--- src/mhu_pkg.sv ---
// Shared types and constants for the magnetometer heading unit.
// Depends on nothing; every other file of the block imports it.
package mhu_pkg;

    localparam int IN_W    = 48;
    localparam int OUT_W   = 128;
    localparam int RAW_W   = 16;
    localparam int GAUSS_W = 21;
    localparam int HEAD_W  = 17;

    // cordic datapath: |v| * 2^16 fits 33 bits, gain and sign add two
    localparam int XY_W  = 35;
    // angle accumulator, units of 1e-11 degree
    localparam int Z_W   = 45;
    localparam int ANG_W = 46;

    localparam int TAB_LEN = 24;

    localparam logic [63:0] ANG_UNIT  = 64'd100000000000;
    localparam logic [63:0] HALF_UNIT = 64'd50000000000;
    localparam logic [63:0] DEG90     = 64'd9000000000000;
    localparam logic [63:0] DEG180    = 64'd18000000000000;
    localparam logic [63:0] DEG360    = 64'd36000000000000;

    // atan(2^-i) in degrees, 1e-11 degree units
    localparam longint ATAN_TAB [TAB_LEN] = '{
        64'sd4500000000000, 64'sd2656505117708, 64'sd1403624346793, 64'sd712501634890,
        64'sd357633437500,  64'sd178991060825,  64'sd89517371021,   64'sd44761417086,
        64'sd22381050037,   64'sd11190567707,   64'sd5595289189,    64'sd2797645262,
        64'sd1398822714,    64'sd699411368,     64'sd349705685,     64'sd174852843,
        64'sd87426421,      64'sd43713211,      64'sd21856605,      64'sd10928303,
        64'sd5464151,       64'sd2732076,       64'sd1366038,       64'sd683019
    };

    // gauss scale: raw * 65536 / 3750 == raw * 32768 / 1875
    localparam int GAUSS_DIV_W   = 11;
    localparam int GAUSS_RECIP_W = 21;
    localparam logic [GAUSS_DIV_W-1:0]   GAUSS_DIV   = 11'd1875;
    localparam logic [GAUSS_RECIP_W-1:0] GAUSS_RECIP = 21'd1145324; // floor(2^31 / 1875)

    typedef struct packed {
        logic                   valid;
        logic                   xneg;
        logic                   yneg;
        logic signed [XY_W-1:0] x;
        logic signed [XY_W-1:0] y;
        logic signed [Z_W-1:0]  z;
    } t_cordic;

endpackage

--- src/mhu_cordic_cell.sv ---
// One vectoring rotation cell of the heading chain.
// Depends on mhu_pkg (t_cordic, arctangent table).
module mhu_cordic_cell #(
    parameter int STAGE = 0
) (
    input  logic            i_clk,
    input  logic            i_rst_n,
    input  logic            i_en,
    input  mhu_pkg::t_cordic i_d,
    output mhu_pkg::t_cordic o_d
);
    import mhu_pkg::*;

    localparam logic signed [Z_W-1:0] ANG_STEP = Z_W'(ATAN_TAB[STAGE]);

    logic signed [XY_W-1:0] w_x;
    logic signed [XY_W-1:0] w_y;
    logic signed [XY_W-1:0] w_xs;
    logic signed [XY_W-1:0] w_ys;
    t_cordic n_d;
    t_cordic r_d;

    assign w_x  = i_d.x;
    assign w_y  = i_d.y;
    assign w_xs = w_x >>> STAGE;
    assign w_ys = w_y >>> STAGE;

    always_comb begin
        n_d = i_d;
        if (w_y != '0) begin
            if (!w_y[XY_W-1]) begin
                n_d.x = w_x + w_ys;
                n_d.y = w_y - w_xs;
                n_d.z = i_d.z + ANG_STEP;
            end else begin
                n_d.x = w_x - w_ys;
                n_d.y = w_y + w_xs;
                n_d.z = i_d.z - ANG_STEP;
            end
        end
    end

    always_ff @(posedge i_clk) begin
        if (!i_rst_n) begin
            r_d.valid <= 1'b0;
        end else if (i_en) begin
            r_d <= n_d;
        end
    end

    assign o_d = r_d;

endmodule

--- config.mk ---
export PLATFORM = sky130hd
export DESIGN_NAME = mhu_cordic_cell
export DESIGN_NICKNAME = d
export VERILOG_FILES = /design/src/mhu_pkg.sv /design/src/mhu_cordic_cell.sv
export SDC_FILE = /design/constraint.sdc
export NUM_CORES = 1
export LEC_CHECK = 0
export ABC_AREA = 0
export BUFFER_PORTS_ARGS = -buffer_cell sky130_fd_sc_hd__buf_4
export CORE_MARGIN = 2
export CORE_UTILIZATION = 25
export DETAILED_ROUTE_END_ITERATION = 7
export PLACE_DENSITY = 0.42
export SLEW_MARGIN = 5
export SYNTH_ARGS = -nofsm -noshare
export SYNTH_HDL_FRONTEND = slang
export SYNTH_SLANG_ARGS = --single-unit
--- constraint.sdc ---
create_clock -name i_clk -period 8.9 [get_ports i_clk]
set_clock_uncertainty 0.1 [all_clocks]
set_input_delay 0.89 -clock i_clk [delete_from_list [all_inputs] [get_ports i_clk]]
set_output_delay 0.89 -clock i_clk [all_outputs]
set_load 0.1 [all_outputs]
After elaboration in Yosys (flattened, before gate mapping):

Index checks and enable logic that the tools add are counted.

* input port bits: 121
* logic and storage cells: 15
* flip-flop bits (word level): 118
* output and inout port bits: 118

* reduce and logical (&&, ||, !) cells: 2
* mux-type cells: 2
* add/subtract/negate cells: 5

Operator list (number)
* two-way mux 115 bit: 2
* subtractor 35 bit: 2
* adder 45 x 44 -> 45 bit, second input constant: 1
* subtractor 45 x 44 -> 45 bit, second input constant: 1
* adder 35 bit: 1
* nonzero test 35 bit: 1
* AND reduction 2 bit: 1

Longest topological paths before layout:

* word-level depth: 3
* depth in mapped cells: 15

Worst setup path before layout:

OpenSTA, ideal clock, no wires.

* path kind: input port to flip-flop
* start point: input port i_d[79] in the netlist's numbering
* end point: register r_d (netlist bit o_d[43]) (data pin)
* path slack: 4178 ps
* arrival: 4359 ps
* path buffers: 3
* setup time: 264 ps
* cell stages on the path: 14
* cell sequence: clkbuf_1 -> inv_2 -> clkbuf_1 -> clkbuf_1 -> ha_1 -> a21oi_2 -> o21ai_2 -> a2111oi_4 -> o41ai_2 -> a2111oi_4 -> o31ai_2 -> a221oi_2 -> xor2_1 -> o21ai_1

RTL lines
* start: declaration: RTL line mhu_cordic_cell.sv:9 `input mhu_pkg::t_cordic i_d,`
* end signal: assignment: RTL line mhu_cordic_cell.sv:47 `r_d <= n_d;`
* end: declaration: RTL line mhu_cordic_cell.sv:21 `t_cordic r_d;`

==> impl_metrics.json <==
{
  "drtIter0Drc": 812,
  "max_slew_margin_pct": 33.50,
  "core_area_mm2": 0.04885,
  "ys_top_cells_by_area": "edfxtp_1, ha_1, a21oi_1, xnor2_1, o21ai_0",
  "path_cells": "buf_4 -> buf_4 -> ha_1 -> a21oi_1 -> o21ai_0 -> o211a_1 -> a221oi_1 -> a211oi_1 -> o2111ai_1 -> o21bai_1 -> xnor2_1 -> a21oi_1",
  "ant_nets": 0,
  "area_delta_synth_final_pct": 24.38,
  "ys_types": 89,
  "critPathMaxStageDelay_ns": 0.68,
  "hp-class": "flop to flop",
  "ios": 239,
  "initial_utilization_pct": 25.24,
  "grt_pass1_wl_um": 73640,
  "nets": 1921,
  "dieArea_mm2": 0.05111,
  "min_period_ns": 4.449,
  "syn_area_mm2": 0.01233,
  "reg2reg_from": "o_d[117]",
  "dr.pass1.iters": 5,
  "avgSynthCellArea_um2": 8.381,
  "clkLatencyLatePin_ns": 0.48,
  "root_buffer": "clkbuf_16",
  "dp_cells": 2305,
  "min_period_over_period_pct": 49.99,
  "setup.worst_path.class": "input port to flop",
  "die_y_um": 226.1,
  "place.gp.congestion": 0.9139,
  "grt_pass1_vias": 12000,
  "cp.required_ns": 9.00,
  "port_buffers": 238,
  "cp_data_arrival_time_ns": 4.55,
  "synth_most_common_cell": "a21oi_1",
  "hold_violations": 0,
  "rsz0062_at_grt": "false",
  "ctsHtreeMaxLevel": 4,
  "clock_sinks": 118,
  "run_status": "completed",
  "powerDensity_mw_per_mm2": 180.6,
  "worst_slack_ns": 4.451,
  "wl_per_cell_um": 21.16,
  "seq_area_frac_synth_pct": 28.66,
  "grt_usage_pct": 19.36,
  "cts-resized-gates": 0,
  "cts_buffers": 17,
  "totalNegativeSetupSlack_ns": 0,
  "drive_above_1_share_pct": 18.65,
  "max_cap_viol_count": 0,
  "tightestPinTransition_ns": 0.9951,
  "p_leak_nw": 6.403,
  "fillCellCount": 5281,
  "rr_endpoint": "o_d[117]",
  "largest_reg_flops": 118,
  "cp_num_cells": 12,
  "wl_um": 49470,
  "async_reset_ff_share_pct": 0,
  "rrSetupSlack_ns": 8.21,
  "endpoint_kind": "flop",
  "pre_cts_ws_ns": 3.994,
  "cts_setup_buffers": 0,
  "holdWs_ns": 0.4296,
  "via_per_inst": 5.164,
  "startpoint": "i_d[79]",
  "syn_inst": 1471,
  "cp-start-kind": "input port",
  "placed_area_mm2": 0.01470,
  "crit_fanout": 56,
  "grt_overflow_total": 0,
  "synth_area_leader_cell": "edfxtp_1",
  "fp.dieW_um": 226.1,
  "cts_tree": "built",
  "clock.fmax_mhz": 224.8,
  "ys_ff_latch": 118,
  "synth_common_cells": "a21oi_1, ha_1, nor2_1",
  "fin_area_mm2": 0.01533,
  "setup_violations": 0,
  "path_clk_slew_ns": 0.06,
  "r2r_cells": 2,
  "synth.top_cell.area_share_pct": 28.50,
  "final_cells": 2338,
  "vdd_drop_max_mv": 0.1241,
  "synth_flop_cell": "edfxtp_1",
  "grt_max_degree": 68,
  "drc": 0,
  "num_vias": 12070,
  "syn_nets": 1732,
  "ctsHoldBuffers": 0,
  "clockBufferDepth": 2,
  "final_max_slew_viol_count": 0,
  "cp_slowest_cell": "buf_4",
  "crit_end": "o_d[40]",
  "ys_warn_count": 0,
  "synth_edf_count": 117,
  "cp_num_buf_inv": 2,
  "cp_top_family": "compound AO/OA/AOI/OAI gates",
  "antenna_found_initial": 1,
  "hpwl_um": 38160,
  "num_rows": 81
}
-- power by group --
part           switching [W]  internal, W
clock network       0.000301     0.000491
registers          0.0000200     0.000698
logic               0.000900     0.000359
total                0.00122      0.00155
-- worst min-delay path, cell delays in order (launching register included) --
cell and delay (ns):
dfxtp_1 0.31, mux2i_1 0.12, nor2b_1 0.05
-- logic make-up after synthesis --
logic type,count (synthesis),synth area share (%)
muxes,11,0.8932
xor gates and xnor gates,91,6.465
and+or+nand+nor,400,15.61
buffers and inverters,183,5.805
adders and majority gates,140,14.45
AOI/OAI and AO/OA,528,28.11
DFF,118,28.66
-- layout by cell type, fill, tap and decap left out, types with 7 or more instances in the layout --
cell type	count
clkinv_1	10
o221ai_1	7
nand4_1	19
xnor2_1	70
mux2i_1	11
and2_1	8
a221oi_1	16
edfxtp_1	117
nor3_1	22
inv_1	101
xor2_1	21
a21oi_1	185
nor2b_1	18
o21ai_0	105
ha_1	136
buf_4	244
o21a_1	11
o211ai_1	13
o21bai_1	32
a21o_1	38
nor4_1	15
and3_1	9
a31oi_1	10
o22ai_1	8
nand2b_1	24
nor2_1	131
nand3_1	21
clkbuf_16	17
nand2_1	99
or3_1	7
a221o_1	9
o31ai_1	17
-- layer usage --
| metal | vias up | GRT usage (%) | wire length [um] |
|---|---|---|---|
| met1 | 5844 | 25.79 | 23030 |
| met2 | 384 | 30.86 | 22520 |
| met3 | 62 | 3.734 | 2570 |
| li1 | 5784 | - | - |
| met5 | - | 0 | 0 |
| met4 | 0 | 7.428 | 1350 |
-- how the worst min path moves through the flow --
| stage | end | from | depth (start not counted) | slack (ns) |
|---|---|---|---|---|
| 6_report | o_d[117] | o_d[117] | 2 | 0.43 |
| 5_1_grt | o_d[1] | i_d[1] | 1 | 0.45 |
| 4_1_cts | o_d[6] | i_d[6] | 1 | 0.43 |
| 3_5_place_dp | o_d[117] | o_d[117] | 2 | 0.42 |
| 3_3_place_gp | o_d[117] | o_d[117] | 2 | 0.42 |
| 2_1_floorplan | o_d[117] | o_d[117] | 2 | 0.88 |
-- per-stage QoR --
step	utilization, %	total power, W
2_1_floorplan	-	0.001643
3_3_place_gp	30.09	0.001986
3_5_place_dp	30.09	0.001983
4_1_cts	31.38	0.002802
5_1_grt	31.38	0.002905
6_report	31.39	0.002770
-- cell type report --
class	count	area [um2]	share of cell area (%)
well taps	664	830.8	5.418
diodes	1	2.502	0.01632
clock inverters	15	209.0	1.363
inverters	109	409.1	2.668
flip-flops and latches	118	3533	23.04
repair buffers	244	1832	11.95
clock buffers	17	425.4	2.774
multi-input cells	1170	8092	52.77
(Power assumes the default switching activity.)
