## src/mhu_pkg.sv

```systemverilog
// Shared types and constants for the magnetometer heading unit.
// Depends on nothing; every other file of the block imports it.
package mhu_pkg;

    localparam int IN_W    = 48;
    localparam int OUT_W   = 128;
    localparam int RAW_W   = 16;
    localparam int GAUSS_W = 21;
    localparam int HEAD_W  = 17;

    // cordic datapath: |v| * 2^16 fits 33 bits, gain and sign add two
    localparam int XY_W  = 35;
    // angle accumulator, units of 1e-11 degree
    localparam int Z_W   = 45;
    localparam int ANG_W = 46;

    localparam int TAB_LEN = 24;

    localparam logic [63:0] ANG_UNIT  = 64'd100000000000;
    localparam logic [63:0] HALF_UNIT = 64'd50000000000;
    localparam logic [63:0] DEG90     = 64'd9000000000000;
    localparam logic [63:0] DEG180    = 64'd18000000000000;
    localparam logic [63:0] DEG360    = 64'd36000000000000;

    // atan(2^-i) in degrees, 1e-11 degree units
    localparam longint ATAN_TAB [TAB_LEN] = '{
        64'sd4500000000000, 64'sd2656505117708, 64'sd1403624346793, 64'sd712501634890,
        64'sd357633437500,  64'sd178991060825,  64'sd89517371021,   64'sd44761417086,
        64'sd22381050037,   64'sd11190567707,   64'sd5595289189,    64'sd2797645262,
        64'sd1398822714,    64'sd699411368,     64'sd349705685,     64'sd174852843,
        64'sd87426421,      64'sd43713211,      64'sd21856605,      64'sd10928303,
        64'sd5464151,       64'sd2732076,       64'sd1366038,       64'sd683019
    };

    // gauss scale: raw * 65536 / 3750 == raw * 32768 / 1875
    localparam int GAUSS_DIV_W   = 11;
    localparam int GAUSS_RECIP_W = 21;
    localparam logic [GAUSS_DIV_W-1:0]   GAUSS_DIV   = 11'd1875;
    localparam logic [GAUSS_RECIP_W-1:0] GAUSS_RECIP = 21'd1145324; // floor(2^31 / 1875)

    typedef struct packed {
        logic                   valid;
        logic                   xneg;
        logic                   yneg;
        logic signed [XY_W-1:0] x;
        logic signed [XY_W-1:0] y;
        logic signed [Z_W-1:0]  z;
    } t_cordic;

endpackage

```

## src/mhu_gauss_div.sv

```systemverilog
// Three-stage scaler: raw reading to signed Q.16 gauss, truncated toward zero.
// Depends on mhu_pkg (reciprocal and divisor constants).
module mhu_gauss_div (
    input  logic                             i_clk,
    input  logic                             i_en,
    input  logic signed [mhu_pkg::RAW_W-1:0] i_raw,
    output logic signed [mhu_pkg::RAW_W-1:0] o_raw,
    output logic signed [mhu_pkg::GAUSS_W-1:0] o_gauss
);
    import mhu_pkg::*;

    localparam int A_W    = RAW_W + 1;
    localparam int PROD_W = A_W + GAUSS_RECIP_W;
    localparam int Q_W    = GAUSS_W - 1;
    localparam int QM_W   = Q_W + GAUSS_DIV_W;
    localparam int REM_W  = A_W + 15;

    logic [A_W-1:0]   w_ext;
    logic [A_W-1:0]   w_abs;
    logic [Q_W-1:0]   w_q0;
    logic [REM_W-1:0] w_rem;
    logic [Q_W-1:0]   w_q;

    logic [PROD_W-1:0]       r1_prod;
    logic [A_W-1:0]          r1_a;
    logic                    r1_neg;
    logic signed [RAW_W-1:0] r1_raw;
    logic [Q_W-1:0]          r2_q0;
    logic [QM_W-1:0]         r2_qm;
    logic [A_W-1:0]          r2_a;
    logic                    r2_neg;
    logic signed [RAW_W-1:0] r2_raw;
    logic signed [GAUSS_W-1:0] r3_gauss;
    logic signed [RAW_W-1:0] r3_raw;

    assign w_ext = {i_raw[RAW_W-1], i_raw};
    assign w_abs = i_raw[RAW_W-1] ? (~w_ext + 1'b1) : w_ext;
    assign w_q0  = r1_prod[16 +: Q_W];
    assign w_rem = {r2_a, 15'b0} - REM_W'(r2_qm);
    // estimate is exact or one low
    assign w_q   = r2_q0 + Q_W'(w_rem >= REM_W'(GAUSS_DIV));

    always_ff @(posedge i_clk) begin
        if (i_en) begin
            r1_prod  <= w_abs * GAUSS_RECIP;
            r1_a     <= w_abs;
            r1_neg   <= i_raw[RAW_W-1];
            r1_raw   <= i_raw;
            r2_q0    <= w_q0;
            r2_qm    <= w_q0 * GAUSS_DIV;
            r2_a     <= r1_a;
            r2_neg   <= r1_neg;
            r2_raw   <= r1_raw;
            r3_gauss <= r2_neg ? -$signed({1'b0, w_q}) : $signed({1'b0, w_q});
            r3_raw   <= r2_raw;
        end
    end

    assign o_raw   = r3_raw;
    assign o_gauss = r3_gauss;

endmodule

```

## config.mk

```make
export PLATFORM = sky130hd
export DESIGN_NAME = mhu_gauss_div
export DESIGN_NICKNAME = d
export VERILOG_FILES = /design/src/mhu_pkg.sv /design/src/mhu_gauss_div.sv
export SDC_FILE = /design/constraint.sdc
export NUM_CORES = 1
export LEC_CHECK = 0
export BUFFER_PORTS_ARGS = -buffer_cell sky130_fd_sc_hd__buf_2
export CAP_MARGIN = 0
export CORE_UTILIZATION = 45
export DETAILED_ROUTE_END_ITERATION = 12
export PLACE_DENSITY_LB_ADDON = 0.12
export SLEW_MARGIN = 5
export SYNTH_ARGS = -nofsm -noshare
export SYNTH_HDL_FRONTEND = slang
export SYNTH_SLANG_ARGS = --single-unit
```

## constraint.sdc

```tcl
create_clock -name i_clk -period 9.6 [get_ports i_clk]
set_input_delay 1.44 -clock i_clk [delete_from_list [all_inputs] [get_ports i_clk]]
set_output_delay 1.44 -clock i_clk [all_outputs]
set_load 0.01 [all_outputs]
```

# Word-level counts from Yosys, hierarchy flattened
# Index checks and enable logic that the tools add are counted.
# word_totals
output_inout_bits	37
word_cells	22
reg_bits	190
input_bits	18
# classes
bitwise_logic	1
add_sub_neg	4
order_cmp	1
multipliers	2
mux	2
# ops
cell	n
$mul 17x19->34 const B	1
$ge 32x11->1 const B	1
$sub 32x31->32	1
$mul 20x11->31 const B	1
$neg 20->21	1
$add 20x1->20	1
$mux 20	1
$add 17x1->17 const B	1
$mux 17	1
$not 17->17	1

# Longest topological paths before layout
# depth
depth_word	5
mapped_depth	27
mapped_depth_nobuf	27

# Least setup slack after synthesis
# Ideal clock, no wire load.
# synth_timing
path_type	input to register
start	in i_raw[5] (netlist name)
end	reg r1_prod[31] (data pin)
path_slack_ns	1.015
path_stages	21
t_required_ns	9.341
setup_ns	0.259
t_arrival_ns	8.326
path_buffers	0
cell_sequence	or4_1 or3_1 or4_1 o31ai_1 xor2_1 fa_1 inv_1 fa_1 fa_1 fa_1 fa_1 inv_1 fa_1 inv_1 ha_1 and3_1 a22o_1 a21oi_1 nor4_1 or3_1 xor2_1
# synth_between
elab_chain_cells	4
# synth_lines
item	line	rtl
from (decl)	mhu_gauss_div.sv:6	input logic signed [mhu_pkg::RAW_W-1:0] i_raw,
$not 17->17	mhu_gauss_div.sv:37	assign w_abs = i_raw[RAW_W-1] ? (~w_ext + 1'b1) : w_ext;
$add 17x1->17	mhu_gauss_div.sv:37	
$mux 17 (*)	mhu_gauss_div.sv:37	
$mul 17x19->34 (*)	mhu_gauss_div.sv:45	r1_prod <= w_abs * GAUSS_RECIP;
to (signal assigned)	mhu_gauss_div.sv:45	
to (decl)	mhu_gauss_div.sv:24	logic [PROD_W-1:0] r1_prod;
# Mark *: on every way between the ends. The rest lies on a longest branch, timed or not.
# A chain may end at the register's enable or synchronous reset.

# Worst setup path after layout
# layout_timing
start	in i_raw[5] (netlist name)
end	reg r1_prod[31] (data pin)
# layout_between
elab_chain_cells	4
# layout_lines
item	line	rtl
$not 17->17	mhu_gauss_div.sv:37	
$add 17x1->17	mhu_gauss_div.sv:37	
$mux 17	mhu_gauss_div.sv:37	
via w_abs[13]	mhu_gauss_div.sv:19	logic [A_W-1:0] w_abs;
$mul 17x19->34	mhu_gauss_div.sv:45	
# The timed path passes the listed nets, and every way through them passes these cells.

==> summary.md <==
| Metric | Value |
|---|---|
| Hold crit path type | reg2reg |
| Routability Congestion | 0.9219 |
| Fin cells | 1,993 |
| Syn_area_per_cell | 11.61 µm² |
| Worst R2R Path Depth | 18 |
| Commonest non-fill, non-tap cells in the layout | inv_1 (270), ha_1 (240), fa_1 (195) |
| Antenna violations before repair | 1 |
| Layout Utilization | 49.82% |
| Register bit count reported by yosys | 171 |
| Die width | 194.2 µm |
| Max-cap viol count | 0 |
| HPWL Detailed | 30,080 µm |
| Setup Buffers After CTS | 0 |
| Global-route wire length before repair | 58,060 µm |
| I/O pin total | 55 |
| Number of diodes | 0 |
| Max_slew headroom | 36.22% |
| Worst-Margin Slew | 956.7 ps |
| IO Port Bufs | 54 |
| CTS tree | done |
| Netlist cell types | 68 |
| DRT iter0 DRCs | 536 |
| Final #Nets | 1,965 |
| Critical path endpoint category | register |
| Total wire length | 35,600 µm |
| R2R Path End | o_gauss[19] |
| Final setup TNS | 0 ps |
| TritonCTS buffer count | 17 |
| Clk slew on worst S/H paths | 70 ps |
| R2R Setup Slk | 3110 ps |
| DRC | 0 |
| Clk buf depth | 2 |
| Clk_skew | 12.53 ps |
| Global route overflow | 0 |
| Worst-path fanout max | 7 |
| GR Util All Layers | 20.08% |
| Final hold viol count | 0 |
| Clk sink count | 171 |
| Post-CTS sizing | 0 |
| Die ar. | 37,710 µm² |
| Vias | 10,470 |
| Max Fclk | 0.1164 GHz |
| Clk_lat worst skew | 440 ps |
| Main synth FF type | edfxtp_1 |
| Die outline height | 194.2 µm |
| Worst Path Required | 9780 ps |
| Core box area | 36,520 µm² |
| Largest net degree at the start of global routing | 101 |
| Unrepaired setup endpoints after global routing | no |
| Final-report setup violation count | 0 |
| Most common cell after layout, fill and taps aside | inv_1 |
| Hold wc startpoint | r2_raw[12] |
| Share of flip-flops with an asynchronous set or reset | 0% |
| Worst setup path category | in2reg |
| Area Growth Syn to Fin | 9.461% |
| Crit path launch type | input pin |
| Outcome | finished, final reports clean |
| Worst Hold End | o_raw[12] |
| # rows | 70 |
| Max Slew Vio Count | 0 |
| Detailed Routing Iterations Pass 1 | 5 |
| Total placed cells including tap cells | 1,961 |
| Min Tclk post-route | 8590 ps |
| R2R Path Start | r2_q0[0] |
| Yosys warns | 0 |
| Initial Util | 45.52% |
| Avg WL per Cell | 17.86 µm |
| H-tree lvl count | 4 |
| Post-Syn Area | 16,620 µm² |
| Post-synthesis sequential area ratio | 30.89% |
| Worst hold stages | 0 |
| Remaining antenna violation count after routing | 0 |
| Worst path arrival time | 8770 ps |
| Fin crit share | 89.48% |
| Layout cell share with drive strength beyond 1 | 7.738% |
| Hold_buf cts | 0 |
| Drt via density | 5.251 |
| Post-synth EDFFs | 171 |
| Vias in the first global route | 11,040 |
| Clock Tree Root | clkbuf_16 |
| Post-Synthesis Cells | 1,432 |
## worst max-delay path: stages
cell,delay (ps)
buf_2,130
or4_1,560
or3_1,380
or4_1,480
o21ai_0,240
xnor2_1,170
inv_1,140
fa_1,580
inv_1,100
fa_1,500
fa_1,540
fa_1,540
fa_1,520
fa_1,510
ha_1,370
a21o_1,180
a21oi_1,190
nand2b_1,150
o211ai_1,140
a21oi_1,180
buf_4,170
nor4_1,60
or3_1,360
xor2_1,140
## area by class of cell
type                       count  area [µm²]
multi-input combinational    985       10450
clock inverter                15       210.2
clock buffer                  17       425.4
fill                        3307       18330
tap                          468       585.6
timing repair buffer          67       374.1
sequential                   171        5135
inverter                     270        1013
## worst max path at each step
stage | start | endpoint | cells past startpoint | slack, ps
floorplan | i_raw[5] | r1_prod[31] | 21 | 1020
global placement | i_raw[5] | r1_prod[31] | 24 | 720
detailed placement | i_raw[4] | r1_prod[31] | 24 | 590
CTS | i_raw[4] | r1_prod[31] | 24 | 1020
global route | i_raw[4] | r1_prod[31] | 23 | 690
finish | i_raw[5] | r1_prod[31] | 24 | 1010
## kinds of logic after synthesis
group | share of synthesized area (%)
fa+ha+maj | 41.55
buf+inv | 6.345
simple gates | 7.135
compound gates | 8.091
flops | 30.89
xor+xnor | 5.637
mux | 0.3086
other cells | 0.04518
## cells in the mapped netlist, drive strengths merged (4+ instances only)
master | number | area [µm²]
a21oi | 47 | 235.2
o211ai | 6 | 45.04
o22ai | 5 | 31.28
nor4 | 11 | 96.34
nand4 | 10 | 62.56
a31oi | 11 | 68.82
or3 | 4 | 26.28
o31ai | 10 | 75.07
a21boi | 5 | 37.54
a21o | 25 | 190.2
nand2b | 13 | 81.33
and3 | 9 | 57.56
nand2 | 56 | 210.2
o21a | 8 | 60.06
a211oi | 10 | 75.07
xnor2 | 72 | 630.6
fa | 195 | 3904
clkbuf | 11 | 41.29
and2 | 8 | 51.30
or2 | 4 | 25.02
nor2 | 48 | 180.2
ha | 240 | 3003
nor2b | 10 | 62.56
nor3 | 14 | 70.07
nand3 | 24 | 132.6
inv | 270 | 1013
mux2i | 4 | 40.04
xor2 | 35 | 306.5
o2111ai | 5 | 43.79
a2111oi | 4 | 35.03
or4 | 6 | 52.55
o21ai | 43 | 215.2
edfxtp | 171 | 5135
## per-layer routing
layer / vias up / wire, µm / track usage [%]
met5: - / 0 / 0
met4: 0 / 540 / 5.085
met3: 26 / 700 / 2.400
met2: 114 / 18270 / 35.00
met1: 5283 / 16080 / 26.54
li1: 5043 / - / -
## metrics by stage
stage	hold slack (ps)	instance area, µm²	worst slack [ps]
floorplan	400.3	16640	1015
global placement	401.1	17560	717.9
detailed placement	404.5	17560	585.9
CTS	417.6	18200	1020
global route	422.5	18200	686.0
finish	417.0	18200	1010
## state kept, by name (all words and copies together), names as in the netlist
| name | count |
|---|---|
| r1_a | 17 |
| r1_prod | 20 |
| r1_neg | 1 |
| r1_raw | 14 |
| r2_q0 | 20 |
| r2_qm | 30 |
| o_raw | 16 |
| o_gauss | 21 |
| r2_neg | 1 |
| r2_a | 17 |
| r2_raw | 14 |
Power is not shown: default switching activity piles up to over one toggle a cycle in this logic, so the estimate is an artifact.
