File: config.mk
export PLATFORM = sky130hd
export DESIGN_NAME = mhu_div_cell
export DESIGN_NICKNAME = d
export VERILOG_FILES = /design/src/mhu_pkg.sv /design/src/mhu_div_cell.sv
export SDC_FILE = /design/constraint.sdc
export NUM_CORES = 1
export LEC_CHECK = 0
export ABC_CLOCK_PERIOD_IN_PS = 20200
export BUFFER_PORTS_ARGS = -buffer_cell sky130_fd_sc_hd__buf_4
export CORE_ASPECT_RATIO = 1.25
export CORE_UTILIZATION = 60
export DETAILED_ROUTE_END_ITERATION = 8
export PLACE_DENSITY = 0.76
export SLEW_MARGIN = 10
export SYNTH_ARGS = -nofsm -noshare
export SYNTH_HDL_FRONTEND = slang
export SYNTH_SLANG_ARGS = --single-unit
export TNS_END_PERCENT = 1
File: constraint.sdc
create_clock -name i_clk -period 20.2 [get_ports i_clk]
set_input_delay 3.03 -clock i_clk [delete_from_list [all_inputs] [get_ports i_clk]]
set_output_delay 3.03 -clock i_clk [all_outputs]
set_load 0.005 [all_outputs]
File: src/mhu_pkg.sv
// Shared types and constants for the magnetometer heading unit.
// Depends on nothing; every other file of the block imports it.
package mhu_pkg;

    localparam int IN_W    = 48;
    localparam int OUT_W   = 128;
    localparam int RAW_W   = 16;
    localparam int GAUSS_W = 21;
    localparam int HEAD_W  = 17;

    // cordic datapath: |v| * 2^16 fits 33 bits, gain and sign add two
    localparam int XY_W  = 35;
    // angle accumulator, units of 1e-11 degree
    localparam int Z_W   = 45;
    localparam int ANG_W = 46;

    localparam int TAB_LEN = 24;

    localparam logic [63:0] ANG_UNIT  = 64'd100000000000;
    localparam logic [63:0] HALF_UNIT = 64'd50000000000;
    localparam logic [63:0] DEG90     = 64'd9000000000000;
    localparam logic [63:0] DEG180    = 64'd18000000000000;
    localparam logic [63:0] DEG360    = 64'd36000000000000;

    // atan(2^-i) in degrees, 1e-11 degree units
    localparam longint ATAN_TAB [TAB_LEN] = '{
        64'sd4500000000000, 64'sd2656505117708, 64'sd1403624346793, 64'sd712501634890,
        64'sd357633437500,  64'sd178991060825,  64'sd89517371021,   64'sd44761417086,
        64'sd22381050037,   64'sd11190567707,   64'sd5595289189,    64'sd2797645262,
        64'sd1398822714,    64'sd699411368,     64'sd349705685,     64'sd174852843,
        64'sd87426421,      64'sd43713211,      64'sd21856605,      64'sd10928303,
        64'sd5464151,       64'sd2732076,       64'sd1366038,       64'sd683019
    };

    // gauss scale: raw * 65536 / 3750 == raw * 32768 / 1875
    localparam int GAUSS_DIV_W   = 11;
    localparam int GAUSS_RECIP_W = 21;
    localparam logic [GAUSS_DIV_W-1:0]   GAUSS_DIV   = 11'd1875;
    localparam logic [GAUSS_RECIP_W-1:0] GAUSS_RECIP = 21'd1145324; // floor(2^31 / 1875)

    typedef struct packed {
        logic                   valid;
        logic                   xneg;
        logic                   yneg;
        logic signed [XY_W-1:0] x;
        logic signed [XY_W-1:0] y;
        logic signed [Z_W-1:0]  z;
    } t_cordic;

endpackage

File: src/mhu_div_cell.sv
// Three-stage divide by 1e11 for the heading: reciprocal estimate, then one correction step.
// Depends on mhu_pkg (ANG_UNIT).
module mhu_div_cell #(
    parameter int NW = 54,
    parameter int QW = 17
) (
    input  logic          i_clk,
    input  logic          i_rst_n,
    input  logic          i_en,
    input  logic          i_valid,
    input  logic [NW-1:0] i_num,
    output logic          o_valid,
    output logic [QW-1:0] o_quo
);
    import mhu_pkg::*;

    // estimate from the bits above 2^36; it is exact or one low
    localparam int SH     = 36;
    localparam int NH_W   = NW - SH;
    localparam int K      = NH_W + 2;
    localparam int PROD_W = NH_W + K;
    localparam int REM_W  = 38;
    localparam int LO_SH  = 11;
    localparam int QD_W   = REM_W - LO_SH;
    localparam int QP_W   = QW + 26;
    // 1e11 == 5^11 * 2^11
    localparam logic [63:0]     DIV5   = ANG_UNIT >> LO_SH;
    localparam logic [K-1:0]    RECIP  = K'((64'd1 << (K + SH - LO_SH)) / DIV5);
    localparam logic [QP_W-1:0] DIV5_Q = QP_W'(DIV5);

    logic [NH_W-1:0]   w_nh;
    logic [QW-1:0]     w_q0;
    logic [REM_W-1:0]  w_rem;
    logic [QW-1:0]     w_q;

    logic              r1_valid;
    logic [PROD_W-1:0] r1_prod;
    logic [REM_W-1:0]  r1_lo;
    logic              r2_valid;
    logic [QW-1:0]     r2_q0;
    logic [QD_W-1:0]   r2_qd;
    logic [REM_W-1:0]  r2_lo;
    logic              r3_valid;
    logic [QW-1:0]     r3_quo;

    assign w_nh  = i_num[NW-1:SH];
    assign w_q0  = QW'(r1_prod >> K);
    // remainder is below 2e11, so the low bits are enough
    assign w_rem = r2_lo - {r2_qd, {LO_SH{1'b0}}};
    assign w_q   = r2_q0 + QW'(w_rem >= ANG_UNIT[REM_W-1:0]);

    always_ff @(posedge i_clk) begin
        if (!i_rst_n) begin
            r1_valid <= 1'b0;
            r2_valid <= 1'b0;
            r3_valid <= 1'b0;
        end else if (i_en) begin
            r1_valid <= i_valid;
            r2_valid <= r1_valid;
            r3_valid <= r2_valid;
        end
    end

    always_ff @(posedge i_clk) begin
        if (i_en) begin
            r1_prod <= w_nh * RECIP;
            r1_lo   <= i_num[REM_W-1:0];
            r2_q0   <= w_q0;
            r2_qd   <= QD_W'(w_q0 * DIV5_Q);
            r2_lo   <= r1_lo;
            r3_quo  <= w_q;
        end
    end

    assign o_valid = r3_valid;
    assign o_quo   = r3_quo;

endmodule

# ---- After elaboration in Yosys (flattened, before gate mapping)
# Index checks and enable logic that the tools add are counted.
dict set report classes {
  addsub 2
  n_mul 2
  n_lt_le_gt_ge 1
}
# op n
set op_table {}
lappend op_table {{$ge A38 B37 Y1 const B} 1}
lappend op_table {{$sub A38 B38 Y38} 1}
lappend op_table {{$mul A18 B20 Y37 const B} 1}
lappend op_table {{$mul A17 B26 Y27 const B} 1}
lappend op_table {{$add A17 B1 Y17} 1}
dict set report word_totals {
  regBits 177
  in_bits 58
  out_inout_bits 18
  word_cells 14
}

# ---- Logic depth before layout (Yosys ltp)
# Gate-level depths: netlist (run 1).
dict set report logic_depth {
  word_depth 3
  depth_mapped 22
  depth_no_buf 22
}

# ---- Worst setup path after synthesis (run 1)
# Ideal clock, no wire load.
dict set report synth_path {
  kind {input to register}
  start {in i_num[39]}
  end {reg r1_prod[23], data pin}
  setup_time_ns 0.137
  arrival_time_ns 8.477
  path_slack_ns 11.586
  stages 20
  path_cell_list {fa_1 > inv_1 > fa_1 > inv_1 > fa_1 > fa_1 > fa_1 > inv_1 > fa_1 > inv_1 > ha_1 > a21oi_1 > o21ai_0 > a221oi_1 > o21ai_1 > a21o_1 > a211o_1 > a31oi_2 > or4b_1 > nand4_1}
}
dict set report synth_via {
  elab_chain_len 1
}
# item line_no
set synth_lines {}
lappend synth_lines {{from (decl)} mhu_div_cell.sv:11} ;# input logic [NW-1:0] i_num,
lappend synth_lines {{$mul A18 B20 Y37} mhu_div_cell.sv:66} ;# r1_prod <= w_nh * RECIP;
lappend synth_lines {{to (signal assigned)} mhu_div_cell.sv:66}
lappend synth_lines {{to (decl)} mhu_div_cell.sv:37} ;# logic [PROD_W-1:0] r1_prod;
# Every way passes these cells.
# A chain may end at the register's enable or synchronous reset.

# ---- Worst setup path in the final report (run 1)
dict set report layout_path {
  start {in i_num[39]}
  end {reg r1_prod[33], data pin}
}
# Same word-level chain as after synthesis.

==> results of run 1 <==
## synthesized netlist by cell type (3+ instances only)
cell	instances	area, sq um
a31oi_1	8	50.1
a211oi_1	3	22.5
nand4_1	9	56.3
a21o_1	28	210
nand2b_1	6	37.5
and3_1	11	68.8
o21ai_1	4	20.0
o21ai_0	22	110
edfxtp_1	130	3900
nand3_1	26	130
nor3_1	17	85.1
o21a_1	6	45.0
nor2_1	39	146
mux2i_1	5	50.1
fa_1	265	5310
a21oi_1	39	195
a221oi_1	3	26.3
o2111ai_1	4	35.0
a21boi_0	4	30.0
a221o_1	4	40.0
dfxtp_1	3	60.1
xnor2_1	57	499
a22oi_1	3	22.5
and2_1	3	18.8
ha_1	248	3100
o211a_1	3	30.0
nand2_1	42	158
inv_1	470	1760
o31ai_1	3	22.5
o21bai_1	4	30.0
xor2_1	22	193
nor4_1	5	31.3
or3_1	7	43.8
nor2b_1	9	56.3
o211ai_1	10	75.1
or2_2	6	37.5
buf_6	3	33.8
## worst paths after layout
check / to / slack (ps) / depth (start not counted)
hold reg to reg: r2_lo[16] / 420 / 0
hold / removal: r2_lo[16] / 420 / 0
setup reg to reg: r2_qd[26] / 14140 / 20
setup / recovery: r1_prod[33] / 11230 / 21
## final cells by class
| type | instances | share of cell area, % |
|---|---|---|
| Multi-Input combinational cell | 964 | 61.2 |
| Clock inverter | 14 | 0.727 |
| Timing Repair Buffer | 65 | 2.65 |
| Sequential cell | 133 | 21.3 |
| Clock buffer | 17 | 2.29 |
| Inverter | 470 | 9.49 |
| Tap cell | 350 | 2.36 |
## cell usage in the layout (no fill, tap or decap), types with 7 or more instances in the layout
cell type	netlist	layout
a21o_1	28	28
o211ai_1	10	10
o21ai_0	22	22
nand2_1	42	42
fa_1	265	265
nor2_1	39	39
ha_1	248	248
xor2_1	22	22
or3_1	7	7
a31oi_1	8	8
xnor2_1	57	57
nor3_1	17	17
nor2b_1	9	9
inv_1	470	470
and3_1	11	11
buf_4	0	64
clkbuf_16	0	17
nand4_1	9	9
a21oi_1	39	39
nand3_1	26	26
edfxtp_1	130	130
## metal layers
metal  wire length [um]  vias to the layer above
li1                   -                     5186
met1              12900                     5371
met2              18900                      191
met3                976                       76
met4               1330                        0
met5                  0                        -
## registers in the layout, indices dropped and copies added, names as in the netlist
signal and flops:
r1_lo 26, o_valid 1, o_quo 17, r2_valid 1, r2_q0 17, r1_valid 1
r1_prod 18, r2_lo 27, r2_qd 25
## kinds of logic (layout without fill, tap and decap cells)
group / after synthesis / count (layout)
adders and majority gates: 513 / 513
buffers and inverters: 475 / 566
and+or+nand+nor: 191 / 191
AOI/OAI and AO/OA: 176 / 176
DFF: 133 / 133
xor gates and xnor gates: 79 / 79
muxes: 5 / 5
## per-stage QoR
stage / worst slack (ps) / hold WS [ps]
6_report: 11230 / 419
5_1_grt: 10970 / 428
4_1_cts: 11200 / 421
3_5_place_dp: 10770 / 406
3_3_place_gp: 10860 / 403
2_1_floorplan: 11590 / 400
==> out/results.txt, run 1 <==
Fin util: 66.8%
Setup tns final: 0 ps
WP data required: 20,370 ps
GR Overflow Total: 0
Row count: 68
CP arrival: 9150 ps
Clock root buffer: clkbuf_16
Fillcell total: 2,119
CP max stage delay: 880 ps
Vias: 10,824
Post-Syn Instances: 1,572
Layout Skew: 12.0 ps
Avg Cell Area, Syn: 10.9 sq um
Vias in the first global route: 11,818
Largest family of logic cells by synthesized area: adder cells
Synth Area in Compound Gates: 7.30%
Die height: 191 um
Placed cell areas: 18,000 sq um
Hold path startpoint: r1_lo[16]
Mux contribution to synthesized area: 0.292%
Fin crit share: 44.4%
Maximum Capacitance Violations: 0
Max-slew headroom: 52.1%
Post-synth ARST share: 0%
Initial DRC count: 366
Core area: 27,800 sq um
Post-CTS setup buffers: 0
Post-Synth Adder-Cell Area: 49.0%
Final Critical Period: 8970 ps
Clock tree from TritonCTS: done
IO buf count: 64
Met3 usage: 3.56%
Hpwl dp: 29,400 um
Reg clk slew, reported paths: 60 ps
Post-CTS sizing: 0
Crit path max fanout: 8
Reg area: 3960 sq um
Met1 GRT Util: 27.1%
Starting Density: 61.6%
Inst Count DP: 1,982
Post-synthesis sequential area ratio: 23.1%
Area growth, synth to finish: 8.44%
Die W: 153 um
RSZ-0062 raised after global routing: no
Met2 usage: 48.6%
Outcome: completed
Crit-path leading delay family: adder cells
Simple-gate area share of the yosys netlist: 5.66%
R2r startpoint: r1_prod[26]
Final hold vios: 0
Cts bufs inserted: 17
Crit. End Element: flop
Initial antenna violation count: 0
Die ar.: 29,300 sq um
Critical Path Start: i_num[39]
Crit path top cell by count: fa_1
Ys flop type: edfxtp_1
Multi-input gate area in the final layout: 11,400 sq um
Final nets: 2,222
Synth Net Count: 2,143
Number of vias per cell: 5.38
Worst skew pair latency: 430 ps
Mapped cell area: 17,100 sq um
1st-pass router iterations: 5
Global placement routability congestion: 0.956
Startpoint types: primary input
CTS Hold Buffers Added: 0
WL final: 34,100 um
Fin area: 18,600 sq um
Detail Route Antenna Nets: 0
Clock Sinks: 133
Post-synth EDFFs: 130
First-pass GRT wire length: 56,200 um
Gr usage total: 25.2%
CP cell instances: buf_4 > fa_1 > inv_1 > fa_1 > inv_1 > fa_1 > fa_1 > fa_1 > inv_1 > fa_1 > inv_1 > ha_1 > a21oi_1 > o21ai_0 > a221oi_1 > o21ai_1 > a31oi_1 > o211a_1 > o21ai_1 > o41ai_1 > xnor2_1
Top Ports: 76
WS Path Type: primary input to flop
Top Usage Layer GRT: met2
Layout cells sized above 1: 6.73%
WP buf/inv: 5
ANT cells: 0
DRC errors left: 0
Slowest CP cell: fa_1
Final setup viols: 0
Yosys reg bits: 133
Hold Crit Class: flop to flop
Synth unique cells: 70
Slew Viols, Final: 0
Largest net degree at the start of global routing: 83
Slew @ Worst Pin: 719 ps
Ys Warns: 0
Max Root-Sink Buffers: 2
Final Instance Count excl. Fillers: 2,013
Post-Synth XOR/XNOR Area: 4.04%
FMAX: 111 MHz
# H-tree levels: 4
Wire per inst: 17.0 um
Power of run 1 is not shown: default switching activity piles up to over one toggle a cycle in this logic, so the estimate is an artifact.
==> inputs of run 2 (changes only) <==
--- a/config.mk
+++ b/config.mk
@@ -5,7 +5,7 @@
 export SDC_FILE = /design/constraint.sdc
 export NUM_CORES = 1
 export LEC_CHECK = 0
-export ABC_CLOCK_PERIOD_IN_PS = 20200
+export ABC_CLOCK_PERIOD_IN_PS = 8700
 export BUFFER_PORTS_ARGS = -buffer_cell sky130_fd_sc_hd__buf_4
 export CORE_ASPECT_RATIO = 1.25
 export CORE_UTILIZATION = 60
==> constraint.sdc (replaced) <==
create_clock -name i_clk -period 8.7 [get_ports i_clk]
set_input_delay 1.305 -clock i_clk [delete_from_list [all_inputs] [get_ports i_clk]]
set_output_delay 1.305 -clock i_clk [all_outputs]
set_load 0.005 [all_outputs]
==> run 2 against run 1 <==
Sequential cell count did not move. Critical endpoint unchanged. Wire length rose by 1.6%. Largest cell class unchanged. First-iteration DRC count rose by 3.6%. Hold slack got worse by 1.9 ps. Die area did not move. Setup slack got worse by 9800 ps. Via count fell by 0.24%.
==> out/results.txt, run 2 (same netlist as run 1, synthesis figures left out) <==
# H-tree levels: 4 (unchanged)
Vias: 10,798 (was 10,824)
WP data required: 8880 ps (was 20,370 ps)
CP max stage delay: 890 ps (was 880 ps)
Reg2Reg Depth: 20 (unchanged)
ANT cells: 0 (unchanged)
Largest Register: r2_lo (unchanged)
Slowest CP cell: fa_1 (unchanged)
WS Path Type: primary input to flop (unchanged)
Core area: 27,800 sq um (unchanged)
Die height: 191 um (unchanged)
Reg2reg setup slack: 2600 ps (was 14,140 ps)
1st-pass router iterations: 5 (unchanged)
Wire per inst: 17.2 um (was 17.0 um)
Layout Skew: 12.3 ps (was 12.0 ps)
Clock root buffer: clkbuf_16 (unchanged)
Hpwl dp: 29,700 um (was 29,400 um)
Fin crit share: 83.7%
Clock Sinks: 133 (unchanged)
Max reg flops: 27 (unchanged)
Critical Path Start: i_num[39] (unchanged)
Top Ports: 76 (unchanged)
Post-CTS setup buffers: 0 (unchanged)
Crit path max fanout: 8 (unchanged)
Initial DRC count: 379 (was 366)
Gr usage total: 25.7% (was 25.2%)
Largest net degree at the start of global routing: 84 (was 83)
Hold worst-path end: r2_lo[24] (was r2_lo[16])
Global placement routability congestion: 0.947 (was 0.956)
Regs by FF count: r2_lo x27, r1_lo x26, r2_qd x25 (unchanged)
FMAX: 137 MHz
Final nets: 2,222 (unchanged)
Commonest non-fill, non-tap cell in the layout: inv_1 (unchanged)
Startpoint types: primary input (unchanged)
Maximum Capacitance Violations: 0 (unchanged)
Most frequent cells in the layout: 470 x inv_1, 265 x fa_1, 248 x ha_1, 130 x edfxtp_1, 64 x buf_4 (unchanged)
Final setup viols: 0 (unchanged)
Worst R2R End: r2_qd[26] (unchanged)
Met3 wire len: 725 um (was 976 um)
Row count: 68 (unchanged)
Reg clk slew, reported paths: 60 ps (about the same)
Slew Viols, Final: 0 (unchanged)
WL final: 34,700 um (was 34,100 um)
IO buf count: 64 (unchanged)
Outcome: completed (unchanged)
Post-CTS sizing: 0 (unchanged)
Fillcell total: 2,132 (was 2,119)
Final hold vios: 0 (unchanged)
Hold Crit Class: flop to flop (unchanged)
WP buf/inv: 5 (unchanged)
Crit-path leading delay family: adder cells (unchanged)
CP cell instances: buf_4 > fa_1 > inv_1 > fa_1 > inv_1 > fa_1 > fa_1 > fa_1 > inv_1 > fa_1 > inv_1 > ha_1 > a21oi_1 > o21ai_0 > a221oi_1 > o21ai_1 > a31oi_1 > o211a_1 > o21ai_1 > o41ai_1 > xnor2_1 (unchanged)
Vias in the first global route: 11,867 (was 11,818)
Max-slew headroom: 49.2% (was 52.1%)
Die ar.: 29,300 sq um (unchanged)
GR Overflow Total: 0 (unchanged)
WHS Path Cells: 0 (unchanged)
CTS Hold Buffers Added: 0 (unchanged)
R2r startpoint: r1_prod[26] (unchanged)
Hold path startpoint: r1_lo[24] (was r1_lo[16])
Metal1 wirelength: 13,400 um (was 12,900 um)
Initial antenna violation count: 0 (unchanged)
Multi-input gate area in the final layout: 11,400 sq um (unchanged)
Reg area: 3960 sq um (unchanged)
First-pass GRT wire length: 57,500 um (was 56,200 um)
Number of vias per cell: 5.37 (was 5.38)
Routed wl met2: 19,700 um (was 18,900 um)
Clock tree from TritonCTS: done (unchanged)
Worst skew pair latency: 440 ps (was 430 ps)
Max Root-Sink Buffers: 2 (unchanged)
Setup tns final: 0 ps (unchanged)
Cts bufs inserted: 17 (unchanged)
Area growth, synth to finish: 8.22% (was 8.44%)
Crit path top cell by count: fa_1 (unchanged)
Starting Density: 61.6% (unchanged)
Final Critical Period: 7280 ps
Crit. End Element: flop (unchanged)
DR top layer: met4 (unchanged)
RSZ-0062 raised after global routing: no (unchanged)
CP arrival: 7460 ps (was 9150 ps)
DRC errors left: 0 (unchanged)
Detail Route Antenna Nets: 0 (unchanged)
Die W: 153 um (unchanged)
Slew @ Worst Pin: 762 ps (was 719 ps)
Layout cells sized above 1: 6.68% (was 6.73%)
[run 2: cell types whose count changed in the layout (fill, tap and decap cells not counted), sizes merged]
cell	delta
inv	-3
bufinv	-1
clkbuf	+3
[run 2: layout make-up]
type	count	area share, %
clock buffer	20	2.35
timing repair buffer	65	2.65
inverter	470	9.51
multi-input combinational	964	61.3
tap	350	2.36
sequential	133	21.4
clock inverter	10	0.465
[run 2: how the worst max path moves through the flow]
stage          cells past startpoint  slack, ps     endpoint
6_report                          21       1420  r1_prod[33]
5_1_grt                           21       1030  r1_prod[33]
4_1_cts                           21       1410  r1_prod[33]
3_5_place_dp                      21        960  r1_prod[33]
3_3_place_gp                      21       1070  r1_prod[33]
2_1_floorplan                     20       1810  r1_prod[23]
[run 2: worst register-to-register path: cells and delay by family, from the launching register on]
kind                     cells  cell delay, ps
adder cells (fa/ha/maj)      7            3330
AO/OA/AOI/OAI                6            1290
flip-flops                   1             660
buffers and inverters        4             310
AND/OR/NAND/NOR              2             160
XOR/XNOR                     1             110
[run 2: per-layer routing]
layer	global-route usage, %	vias to the layer above
met3	2.99	49
li1	-	5180
met5	0	-
met4	9.01	0
met2	50.8	156
met1	28.1	5413
[run 2: through the flow]
step	util, %	instances	area (sq um)	hold slack (ps)	worst slack (ps)
3_3_place_gp	64.8	1982	18000	402	1070
6_report	66.7	2012	18600	417	1420
3_5_place_dp	64.8	1982	18000	406	965
4_1_cts	66.7	2012	18600	420	1410
5_1_grt	66.7	2012	18600	426	1030
2_1_floorplan	-	1572	17100	400	1810
Power of run 2 is left out for the same reason.
